==> config.mk <==
export PLATFORM = sky130hd
export DESIGN_NAME = tatc_ctrl
export DESIGN_NICKNAME = d
export VERILOG_FILES = /design/src/hdl/tatc_pkg.sv /design/src/hdl/tatc_ctrl.sv
export SDC_FILE = /design/constraint.sdc
export NUM_CORES = 1
export LEC_CHECK = 0
export BUFFER_PORTS_ARGS = -buffer_cell sky130_fd_sc_hd__buf_4
export CORE_AREA = 2 2 39 41
export DETAILED_ROUTE_END_ITERATION = 8
export DIE_AREA = 0 0 41 43
export GPL_TIMING_DRIVEN = 0
export PLACE_DENSITY_LB_ADDON = 0.15
export SYNTH_ARGS = -nofsm -noshare
export SYNTH_HDL_FRONTEND = slang
export SYNTH_SLANG_ARGS = --single-unit
==> constraint.sdc <==
create_clock -name clock -period 4.4 [get_ports clock]
set_input_delay 0.44 -clock clock [delete_from_list [all_inputs] [get_ports clock]]
set_output_delay 0.44 -clock clock [all_outputs]
set_load 0.005 [all_outputs]
==> src/hdl/tatc_pkg.sv <==
// Shared types and constants for the thermistor ADC to temperature block.
// No dependencies; compiled first.
`timescale 1ns / 1ps

package tatc_pkg;

   // Field widths fixed by the register map and the result format
   localparam int RES_W     = 20;
   localparam int BETA_W    = 13;
   localparam int CNT_W     = 6;
   localparam int CSR_IDX_W = 2;
   localparam int TEMP_W    = 18;

   // log2 unit: Q.30 mantissa, 24 fraction bits
   localparam int MANT_W    = 31;
   localparam int FRAC_BITS = 24;

   // B * 763264000 (= 29815 * 25600) is the quotient numerator before the << 16
   localparam int NUM_W  = BETA_W + 30;
   localparam int BDEN_W = BETA_W + 23;
   localparam int DVD_W  = NUM_W + 16;

   localparam logic [RES_W-1:0]  RS_RESET   = 20'd102000;
   localparam logic [RES_W-1:0]  R0_RESET   = 20'd100000;
   localparam logic [BETA_W-1:0] BETA_RESET = 13'd3950;
   localparam logic [CNT_W-1:0]  CNT_RESET  = 6'd20;

   localparam logic [14:0]        C_KELVIN   = 15'd29815;     // 298.15 * 100
   localparam logic [22:0]        C_BETA_DEN = 23'd6553600;   // 100 * 65536
   localparam logic [29:0]        C_BETA_NUM = 30'd763264000; // 29815 * 25600
   localparam logic signed [32:0] LN2_Q32    = 33'sd2977044472;
   localparam logic [24:0]        Q_SAT      = 25'd20099790;  // first quotient that saturates
   localparam logic [24:0]        Q_BIAS     = 25'd10;
   // ceil(2^32 / 100): exact floor(q / 100) for any 25-bit q
   localparam logic [25:0]        C_RECIP_100 = 26'd42949673;
   localparam int                 RECIP_SHIFT = 32;
   localparam logic signed [18:0] T_OFFSET   = 19'sd69926;
   localparam logic signed [TEMP_W-1:0] TEMP_MAX = 18'sd131071;

   typedef enum logic [CSR_IDX_W-1:0] {
      CSR_SERIES  = 2'd0,
      CSR_NOMINAL = 2'd1,
      CSR_BETA    = 2'd2,
      CSR_COUNT   = 2'd3
   } csr_index_type;

   typedef enum logic [4:0] {
      OP_NONE,
      OP_ACCUM,
      OP_AVG_START,
      OP_AVG_TAKE,
      OP_MUL,
      OP_LOGA_START,
      OP_LOGA_TAKE,
      OP_LOGB_START,
      OP_LOGB_TAKE,
      OP_DIFF,
      OP_LNMUL,
      OP_LQ,
      OP_DEN,
      OP_QDIV_START,
      OP_DIV100,
      OP_TEMP_HOT,
      OP_TEMP_TAKE,
      OP_LOAD_OUT
   } dp_op_type;

   typedef struct packed {
      logic last_sample;
      logic div_done;
      logic log_done;
      logic avg_rail;
      logic den_nonpos;
   } dp_status_type;

   typedef enum logic [4:0] {
      ST_IDLE,
      ST_AVG_START,
      ST_AVG_RUN,
      ST_MUL,
      ST_LOGA_START,
      ST_LOGA_RUN,
      ST_LOGB_START,
      ST_LOGB_RUN,
      ST_DIFF,
      ST_LNMUL,
      ST_LQ,
      ST_DEN,
      ST_DEN_CHK,
      ST_QDIV_RUN,
      ST_TEMP,
      ST_OUT
   } ctrl_state_type;

   typedef enum logic [1:0] {
      LOG_IDLE,
      LOG_NORM,
      LOG_SQR
   } log_state_type;

endpackage

==> src/hdl/tatc_ctrl.sv <==
// Controller FSM: sequences the datapath and owns the channel handshakes.
// Depends on tatc_pkg.
`timescale 1ns / 1ps

module tatc_ctrl (
   input  logic                    clock,
   input  logic                    reset,
   input  logic                    req_valid,
   output logic                    req_ready,
   output logic                    rsp_valid,
   input  logic                    rsp_ready,
   output tatc_pkg::dp_op_type     op,
   input  tatc_pkg::dp_status_type status
);
   import tatc_pkg::*;

   ctrl_state_type state_ff, state_in;
   logic           rsp_valid_ff, rsp_valid_in;

   always_comb begin
      state_in     = state_ff;
      op           = OP_NONE;
      req_ready    = 1'b0;
      rsp_valid_in = rsp_valid_ff && !rsp_ready;
      unique case (state_ff)
         ST_IDLE: begin
            req_ready = 1'b1;
            if (req_valid) begin
               op = OP_ACCUM;
               if (status.last_sample) begin
                  state_in = ST_AVG_START;
               end
            end
         end
         ST_AVG_START: begin
            op       = OP_AVG_START;
            state_in = ST_AVG_RUN;
         end
         ST_AVG_RUN: begin
            if (status.div_done) begin
               op       = OP_AVG_TAKE;
               state_in = status.avg_rail ? ST_OUT : ST_MUL;
            end
         end
         ST_MUL: begin
            op       = OP_MUL;
            state_in = ST_LOGA_START;
         end
         ST_LOGA_START: begin
            op       = OP_LOGA_START;
            state_in = ST_LOGA_RUN;
         end
         ST_LOGA_RUN: begin
            if (status.log_done) begin
               op       = OP_LOGA_TAKE;
               state_in = ST_LOGB_START;
            end
         end
         ST_LOGB_START: begin
            op       = OP_LOGB_START;
            state_in = ST_LOGB_RUN;
         end
         ST_LOGB_RUN: begin
            if (status.log_done) begin
               op       = OP_LOGB_TAKE;
               state_in = ST_DIFF;
            end
         end
         ST_DIFF: begin
            op       = OP_DIFF;
            state_in = ST_LNMUL;
         end
         ST_LNMUL: begin
            op       = OP_LNMUL;
            state_in = ST_LQ;
         end
         ST_LQ: begin
            op       = OP_LQ;
            state_in = ST_DEN;
         end
         ST_DEN: begin
            op       = OP_DEN;
            state_in = ST_DEN_CHK;
         end
         ST_DEN_CHK: begin
            if (status.den_nonpos) begin
               op       = OP_TEMP_HOT;
               state_in = ST_OUT;
            end else begin
               op       = OP_QDIV_START;
               state_in = ST_QDIV_RUN;
            end
         end
         ST_QDIV_RUN: begin
            if (status.div_done) begin
               op       = OP_DIV100;
               state_in = ST_TEMP;
            end
         end
         ST_TEMP: begin
            op       = OP_TEMP_TAKE;
            state_in = ST_OUT;
         end
         ST_OUT: begin
            if (!rsp_valid_ff || rsp_ready) begin
               op           = OP_LOAD_OUT;
               rsp_valid_in = 1'b1;
               state_in     = ST_IDLE;
            end
         end
         default: state_in = ST_IDLE;
      endcase
   end

   always_ff @(posedge clock) begin
      if (reset) begin
         state_ff     <= ST_IDLE;
         rsp_valid_ff <= 1'b0;
      end else begin
         state_ff     <= state_in;
         rsp_valid_ff <= rsp_valid_in;
      end
   end

   assign rsp_valid = rsp_valid_ff;

endmodule
Yosys cells after proc, flatten, opt, wreduce, memory -nomap -nowiden:

Cells that the tools add are included.

* bits in registers: 6
* bits of input ports: 9
* output and inout port bits: 7
* logic and storage cells: 50

* equal/unequal tests: 22
* multiplexer cells: 20
* reductions and logical operators: 6

Operators with widths (count)
* $pmux 5 s16: 2
* $eq 5x4->1 const B: 8
* $mux 5: 8
* $eq 5x3->1 const B: 4
* $ne 2x2->1 const B: 7
* $mux 4: 3
* $eq 5x2->1 const B: 2
* $reduce_and 7->1: 1
* $eq 5x1->1 const B: 1
* $logic_not 5->1: 1
* $mux 1: 4
* $mux 2: 2
* $mux 3: 1
* $logic_not 1->1: 2
* $logic_and 1x1->1: 1
* $logic_or 1x1->1: 1

Longest topological paths before layout:

Gate-level depths: netlist of the first run.

* depth in word-level cells: 4
* depth in mapped cells: 5
* depth with buffers taken out: 4

Least setup slack after synthesis of the first run:

Ideal clock, no wire load.

* path kind: register to output
* start point: register state_ff[0]
* end point: output port op[1]
* arrival time: 1.242 ns
* required time: 3.960 ns
* setup slack: 2.718 ns
* stages on the path, launching flop included: 5
* buffers on the path: 2
* cells stage by stage: dfxtp_1 -> clkbuf_1 -> buf_1 -> a31oi_1 -> o221ai_1

* cells in the longest elaborated chain, start to end: 2
* elaborated cells on any way between the ends: 17
* those cells by class: 15 x eq/ne; 1 x mux; 1 x reduce/logical

Ends and longest elaborated chain
* start, declared: RTL line tatc_ctrl.sv:17 `ctrl_state_type state_ff, state_in;`
* start signal, assigned: RTL line tatc_ctrl.sv:120 `state_ff <= state_in;`
* $eq 5x4->1 (tied with other cells): RTL line tatc_ctrl.sv:25 `unique case (state_ff)`
* $pmux 5 s16 (*): RTL line tatc_ctrl.sv:25
* end, declared: RTL line tatc_ctrl.sv:12 `output tatc_pkg::dp_op_type op,`

Mark *: on every way between the ends. The rest lies on a longest branch, timed or not.

Worst setup path in the final report of the first run:

* start point: register state_ff[0]
* end point: output port op[2]

The elaborated chain is that of the path after synthesis.

==> results of run 1 <==
[flip-flops by register name, summed over array words and instances (netlist names)]
name	cells
rsp_valid	1
state_ff	4
[layout make-up]
| cell class | instances | share of cell area |
|---|---|---|
| Multi-Input combinational cell | 58 | 0.5664 |
| Timing Repair Buffer | 15 | 0.1661 |
| Sequential cell | 5 | 0.1476 |
| Clock buffer | 4 | 0.03875 |
| Buffer | 6 | 0.03506 |
| Tap cell | 16 | 0.02952 |
| Inverter | 3 | 0.01661 |
[logic make-up (layout without fill, tap and decap cells)]
logic type,count (synthesis),after routing,synth area share
and+or+nand+nor,29,29,0.3422
DFF,5,5,0.1928
AOI/OAI and AO/OA,25,25,0.3181
buffers and inverters,9,28,0.06746
muxes,4,4,0.07952
[cell usage in the layout (no fill, tap or decap), types with 2 or more instances in the layout]
cell type | synthesis | routed
a21oi_1 | 8 | 8
a31oi_1 | 2 | 2
buf_1 | 2 | 2
buf_4 | 0 | 15
clkbuf_1 | 3 | 4
clkbuf_4 | 0 | 3
dfxtp_1 | 5 | 5
inv_1 | 3 | 3
mux2i_1 | 3 | 3
nand2_1 | 5 | 5
nand2b_1 | 4 | 4
nand3_1 | 3 | 3
nor2_1 | 3 | 3
nor2b_1 | 3 | 3
nor3b_1 | 2 | 2
o21ai_0 | 3 | 3
[routing by layer]
metal / vias up / share of wire
met5: - / 0
met4: 0 / 0
met3: 0 / 0.056
met2: 19 / 0.48
met1: 282 / 0.46
li1: 309 / -
[power groups by stage]
| stage | Sequential, mW | Clock (mW) | Combinational [mW] |
|---|---|---|---|
| detailed placement | 0.0728 | 0 | 0.240 |
| global placement | 0.0727 | 0 | 0.239 |
| global route | 0.0740 | 0.0587 | 0.266 |
| CTS | 0.0722 | 0.0539 | 0.241 |
| finish | 0.0723 | 0.0510 | 0.241 |
| floorplan | 0.0685 | 0 | 0.166 |
[how the worst max path moves through the flow]
stage / to / cells past startpoint / slack, ns / start
CTS: op[2] / 6 / 2.08 / state_ff[0]
global placement: op[2] / 6 / 2.36 / state_ff[0]
global route: op[1] / 6 / 1.89 / state_ff[0]
finish: op[2] / 6 / 2.08 / state_ff[0]
floorplan: op[1] / 4 / 2.72 / state_ff[0]
detailed placement: op[2] / 6 / 2.35 / state_ff[0]
==> impl_results.md, run 1 <==
* Status: completed
* # fillers at roughly 150
* # clock sinks at 5
* RR Endpoint: state_ff[2]
* IO buf count at 15
* #FFs+latches synth at 5
* Total vias in the final route at between 600 and 700
* Multi-input logic area at 384.1 µm²
* Largest net degree at the start of global routing at 11
* CP Cell Sequence: clkbuf_1, buf_1, a21oi_1, o21ai_0, nand2_1, buf_4
* Syn Nets at 81
* Worst Setup Start Kind: flip-flop
* CP Max Fanout at 10
* Hold path cells at 2
* Layout cells sized above 1 at 0.2527
* Synth area leaders: dfxtp_1 (19%), a21oi_1 (7.7%), mux2i_1 (5.8%)
* Antenna Nets Post-Route at 0
* Pwr Total at 0.3642 mW
* CTS H-tree depth at 1
* Die height at 43 µm
* Setup WS pre-CTS at about 2.4 ns
* Antenna violations before repair at 0
* Mapped Area at between 500 and 600 µm²
* Main synth FF type: dfxtp_1
* Clock root buffer: clkbuf_4
* Yosys top cell by area: dfxtp_1
* Share of synthesized registers carrying an async set or reset at 0
* Post-synth top cells: a21oi_1 (8), dfxtp_1 (5), nand2_1 (5), nand2b_1 (4)
* Post-synthesis cell type count at 37
* Post-synth top area share at 0.1928
* Internal power at 0.2082 mW
* Routed len/inst at ~13 µm
* Hold buffers post-CTS at 0
* Post-DP HPWL at a little under 1000 µm
* Sw Pwr at roughly 0.16 mW
* Comb pwr share at 0.661
* Chip Width at 41 µm
* Cell Pwr Density at 537.0 mW/mm²
* WHS at between 0.4 and 0.5 ns
* Layout area overhead at 30.60%
* Clk pwr share at 0.140
* Vias in the first global route at 519
* Row cnt at 14
* Hold Crit Class: in2reg
* Fmax at roughly 430 MHz
* Cts repair resizes at 0
* Critical path required time at 3.96 ns
* Clk_lat worst skew at roughly 0.24 ns
* Final Hold Vio Count at 0
* # DRC at 0
* # Post-CTS Setup Buffers at 0
* Gr ovfl total at 0
* R2R Setup Slk at 2.79 ns
* Worst Reg2Reg Path Length in Cells at 5
* Starting DRT DRC Count at 12
* Setup TNS at 0 ns
* RSZ-0062 raised after global routing: no
* GPL Wtd Cong at 0.8022
* Nets@finish at 101
* Worst hold start: reset
* Clock Path Buffers at 2
* Fin util at 0.4901
* Critical path class: reg2out
* # Max-Cap Violations at 0
* Post-route insts no fill at 107
* Critical Path AT at 1.88 ns
* Die Area at around 0.0018 mm²
* Worst slew margin at 0.6812
* GRT met1 Usage at 0.2226
* GR Util met2 at 0.2750
* CP max stage delay at 0.43 ns
* Clock slew at reported path FFs at 0.04 ns
* Core area at 0.001384 mm²
* Fin. max-slew vios at 0
* Seq pwr share at 0.198
* Critical Path End Type: output port
* Number of diodes at 0
* Gate Count Post-Synth at 72
* Fin area at 678.2 µm²
* Sw frac at 0.4284
* Ys Warns at 0
* Post-synth EDFFs at 0
* Met3 Resource Use GR at 0.04712
* Worst slew pin tran at roughly 0.48 ns
* Critical Path Slowest Stage Cell: buf_1
* Peak VDD IR at 0.3451 mV
* CP delay by family, top: buffers and inverters
* Pleak at 0.2567 nW
* Setup Skew at 0.003263 ns
* Post-Place Cells at 103
* FF+latch area at about 100 µm²
* First-pass GRT wire length at approximately 2200 µm
* Busiest grt layer: met2
* Worst Hold Path EP: state_ff[0]
* Final number of setup-violating endpoints at 0
* Reg2Reg Launch Point: state_ff[0]
* Crit share post-route at 0.5275
* Register area share after synthesis at 0.1928
* Most common cell in the synthesized netlist: a21oi_1
* Tmin final at roughly 2.3 ns
* Num ports at 16
* Number of vias per cell at 5.701
* Synthesized area per cell at 7.212 µm²
* CTS tree: done
* Area of placed instances at ~650 µm²
* Routed WL at 1347 µm
* Total CTS buffers at 3
* Initial core utilization at 0.3752
* Worst setup margin at 2.079 ns
* Total track usage at 0.1789
* Pre-Repair DR Iteration Count at 5
* CP Buf/Inv Count at 3
Power figures use the tool's default switching activity.
==> run 2: changes to the inputs <==
- clock period: 4.4 -> 2 ns (I/O delays scaled with it)
==> run 2 against run 1 <==
Combinational power rose by 120%. Final area rose by 0.74%. Clock-buffer cell count did not move. Sequential share of layout area fell by 0.11 points. Flip-flop and latch count did not move. Hold slack got worse by 0.24 ns. Via count rose by 2.1%. Non-clock buffer count did not move. Wire length rose by 0.97%. First-iteration DRC count rose by 58%. Critical path type unchanged. Largest cell class unchanged.
==> impl_results.md, run 2 (synthesis results as in run 1) <==
* Status: completed
* First-pass GRT wire length at 2159 µm
* Critical Path Slowest Stage Cell: buf_1
* Pwr Total at approximately 0.8 mW
* Fmax at 543.3 MHz
* Area of placed instances at 651.9 µm²
* Clk_lat worst skew at 0.24 ns
* Num ports at 16
* Worst Setup Start Kind: flip-flop
* Largest register FFs at 4
* Initial core utilization at 0.3752
* Nets@finish at 101
* Clock root buffer: clkbuf_4
* Fin. max-slew vios at 0
* CP Cell Sequence: buf_2, buf_1, a21oi_1, nor2_1, o22ai_1, buf_4
* Critical Path AT at 1.64 ns
* Layout area overhead at 31.57%
* Number of vias per cell at 5.822
* Final Hold Vio Count at 0
* Total CTS buffers at 3
* Final number of setup-violating endpoints at 0
* Clock Path Buffers at 2
* Core area at 0.001384 mm²
* Antenna violations before repair at 0
* Critical path class: reg2out
* Setup WS pre-CTS at between 0.15 and 0.2 ns
* Routed len/inst at 12.71 µm
* Most frequent cells in the layout: buf_4 (15), a21oi_1 (8), nand2_1 (5), dfxtp_1 (5), nand2b_1 (4)
* Die Area at between 0.0015 and 0.002 mm²
* RSZ-0062 raised after global routing: no
* Fin util at 0.4937
* Worst setup margin at 0.1595 ns
* Pleak at 0.2702 nW
* IO buf count at 15
* Post-route insts no fill at 107
* # DRC at 0
* CTS tree: done
* Clock slew at reported path FFs at 0.04 ns
* Setup Skew at ~0.0027 ns
* Crit share post-route at 0.9203
* WHS at ~0.18 ns
* Number of diodes at 0
* Hold Crit Class: in2reg
* Layout cells sized above 1 at 0.2967
* Row cnt at 14
* Tmin final at 1.841 ns
* Pre-Repair DR Iteration Count at 4
* Vias in the first global route at 519
* Gr ovfl total at 0
* # clock sinks at 5
* Largest net degree at the start of global routing at 11
* Total track usage at 0.1789
* CP Max Fanout at 10
* Critical path required time at 1.80 ns
* Fin area at 683.2 µm²
* Post-DP HPWL at 981.3 µm
* Antenna Nets Post-Route at 0
* Worst slew pin tran at 0.3912 ns
* Worst slew margin at 0.7392
* Critical Path End Type: output port
* # Max-Cap Violations at 0
* Total vias in the final route at 623
* GPL Wtd Cong at 0.8022
* CP max stage delay at between 0.3 and 0.4 ns
* Peak VDD IR at 0.7653 mV
* Post-Place Cells at 103
* Chip Width at slightly above 40 µm
* Cell Pwr Density at 1191 mW/mm²
* Most common cell after layout, fill and taps aside: buf_4
* Biggest register: state_ff
* CTS H-tree depth at 1
* Routed WL at about 1400 µm
* Starting DRT DRC Count at 19
* Die height at 43 µm
* Setup TNS at 0 ns
* # fillers at 147
-- run 2: where the power goes --
group,total (mW),internal (mW),switching [mW]
logic,0.540,0.263,0.277
clock network,0.114,0.0752,0.0383
registers,0.160,0.127,0.0325
-- run 2: layout make-up --
| class | instances | area (µm²) | area share |
|---|---|---|---|
| multi-input combinational | 58 | 384.1 | 0.5623 |
| sequential | 5 | 100.1 | 0.1465 |
| inverter | 3 | 11.26 | 0.01648 |
| timing repair buffer | 15 | 112.6 | 0.1648 |
| buffer | 6 | 28.78 | 0.04212 |
| tap | 16 | 20.02 | 0.02930 |
| clock buffer | 4 | 26.28 | 0.03846 |
-- run 2: worst max-delay path, delay by kind of cell (launching register included) --
kind | cells | cell delay (ns)
flip-flops | 1 | 0.30
AND/OR/NAND/NOR | 1 | 0.14
buffers and inverters | 3 | 0.70
AO/OA/AOI/OAI | 2 | 0.25
-- run 2: final timing paths --
check	from	end	slack, ns	cells past startpoint
max	state_ff[1]	op[0]	0.16	6
min reg2reg	rsp_valid	rsp_valid	0.52	2
max reg2reg	state_ff[3]	state_ff[0]	0.43	4
min	reset	state_ff[0]	0.18	2
-- run 2: layer usage --
layer	share of wire	GRT usage
met1	0.46	0.2226
met2	0.49	0.2750
met3	0.049	0.04712
met4	0.0051	0.08000
met5	0	0
-- run 2: timing repair --
action                                  CTS  global route
buffers inserted                          0             0
endpoints found under the setup margin    2             3
pin swaps                                 0             0
hold buffers                              0             0
gates resized for setup                   1             6
==> run 3: changes to the inputs <==
- clock period: 2 -> 1.8 ns (I/O delays scaled with it)
==> run 3 against run 2 <==
Worst setup slack worse by 0.053 ns. Critical path type unchanged. Non-clock buffer count fell by 1. Critical endpoint is now op[1]. Clock power increased by 11%. Highest routed layer unchanged. Sequential power up 12%. Wire length shrank 1.9%.
==> impl_results.md, run 3 (synthesis results as in run 1) <==
* # Max-Cap Violations at 0
* Worst Reg2Reg Path Length in Cells at 5
* WHS at 0.1586 ns
* CTS tree: done
* Clock Path Buffers at 2
* Most common cell after layout, fill and taps aside: buf_4
* RR Endpoint: state_ff[0]
* Layout area overhead at 34.70%
* Post-route insts no fill at 106
* CP delay by family, top: buffers and inverters
* Setup TNS at 0 ns
* Largest register FFs at 4
* Fmax at 590.3 MHz
* Final number of setup-violating endpoints at 0
* Post-Place Cells at 103
* Critical Path AT at 1.51 ns
* Worst slew pin tran at roughly 0.36 ns
* GPL Wtd Cong at about 0.80
* IO buf count at 15
* Worst slew margin at 0.7604
* Crit share post-route at 0.9411
* Final Hold Vio Count at 0
* # fillers at ~140
* Pleak at 0.2718 nW
* First-pass GRT wire length at 2132 µm
* Cell Pwr Density at roughly 1300 mW/mm²
* Worst hold start: reset
* Status: completed
* Worst Hold Path EP: state_ff[0]
* Number of vias per cell at 5.811
* # clock sinks at 5
* Core area at 0.001384 mm²
* Initial core utilization at 0.3752
* CTS H-tree depth at 1
* Vias in the first global route at ~500
* Critical Path Slowest Stage Cell: dfxtp_1
* Clock slew at reported path FFs at 0.04 ns
* Die Area at 0.001763 mm²
* Total track usage at 0.1769
* Largest net degree at the start of global routing at 20
* Setup Skew at 0.002720 ns
* Multi-input logic area at about 400 µm²
* Critical path class: reg2out
* Routed WL at 1334 µm
* CP Buf/Inv Count at 3
* Routed len/inst at 12.58 µm
* Worst path most repeated cell: buf_4
* Area of placed instances at 651.9 µm²
* CP max stage delay at 0.34 ns
* Hold buffers post-CTS at 0
* Clock root buffer: clkbuf_4
* # DRC at 0
* Chip Width at 41 µm
* Peak VDD IR at 0.9298 mV
* Layout cells sized above 1 at 0.3333
* Hold Crit Class: in2reg
* Post-DP HPWL at 981.3 µm
* Antenna violations before repair at 0
* Pre-Repair DR Iteration Count at 4
* Antenna Nets Post-Route at 0
* # Post-CTS Setup Buffers at 0
* Num ports at 16
* Critical Path End Type: output port
* Pwr Total at 0.9335 mW
* Worst setup margin at 0.1060 ns
* Fin util at 0.5054
* Gr ovfl total at 0
* Critical path required time at 1.62 ns
* Fin. max-slew vios at 0
* FF+latch area at 101.3 µm²
* Tmin final at 1.694 ns
* Hold path cells at 2
* RSZ-0062 raised after global routing: no
* Row cnt at 14
* Die height at 43 µm
* Reg2Reg Launch Point: state_ff[1]
* Total CTS buffers at 3
* Fin area at 699.4 µm²
* Number of diodes at 0
* Biggest register: state_ff
* Most frequent cells in the layout: buf_4 (16), a21oi_1 (8), clkbuf_4 (7)
* Nets@finish at 100
* Setup WS pre-CTS at 0.01068 ns
* R2R Setup Slk at 0.21 ns
* Total vias in the final route at 616
* Worst Setup Start Kind: flip-flop
* CP Cell Sequence: buf_4, inv_2, a21oi_1, mux2_2, o221ai_2, buf_4
* Clk_lat worst skew at around 0.24 ns
* CP Max Fanout at 10
* Starting DRT DRC Count at 20
## run 3: how the worst max path moves through the flow
stage | start | to | slack, ns | depth (start not counted)
after floorplan | state_ff[3] | state_ff[0] | 0.31 | 4
after global placement | state_ff[0] | op[2] | 0.02 | 6
after detailed placement | state_ff[0] | op[2] | 0.01 | 6
after CTS | state_ff[2] | op[1] | 0.04 | 6
after global routing | state_ff[3] | op[1] | 0.02 | 6
final | state_ff[3] | op[1] | 0.11 | 6
## run 3: per-layer routing
layer	vias up	routed length (µm)	GRT usage
met4	0	7	0.08000
met5	-	0	0
met2	24	643	0.2750
li1	308	-	-
met1	282	593	0.2161
met3	2	91	0.04712
## run 3: final cells by class
| type | count | area share |
|---|---|---|
| timing repair buffer | 15 | 0.1610 |
| buffer | 5 | 0.05367 |
| inverter | 3 | 0.01610 |
| clock buffer | 4 | 0.03757 |
| tap | 16 | 0.02862 |
| sequential | 5 | 0.1449 |
| multi-input combinational | 58 | 0.5581 |
## run 3: worst reg2reg max path: cells and delay by family (launching register included)
family / cells / cell delay [ns]
buffers and inverters: 1 / 0.22
AOI/OAI and AO/OA: 1 / 0.20
and+or+nand+nor: 3 / 0.81
DFF: 1 / 0.30
## run 3: repair_timing
action	4_1_cts	5_1_grt
gates cloned	0	0
gates resized for setup	5	11
endpoints found under the setup margin	5	4
## run 3: power by group
| group | leakage [nW] | switching (mW) | internal [mW] |
|---|---|---|---|
| clock | 0.0150 | 0.0425 | 0.0836 |
| combinational | 0.215 | 0.311 | 0.316 |
| sequential | 0.0413 | 0.0372 | 0.143 |
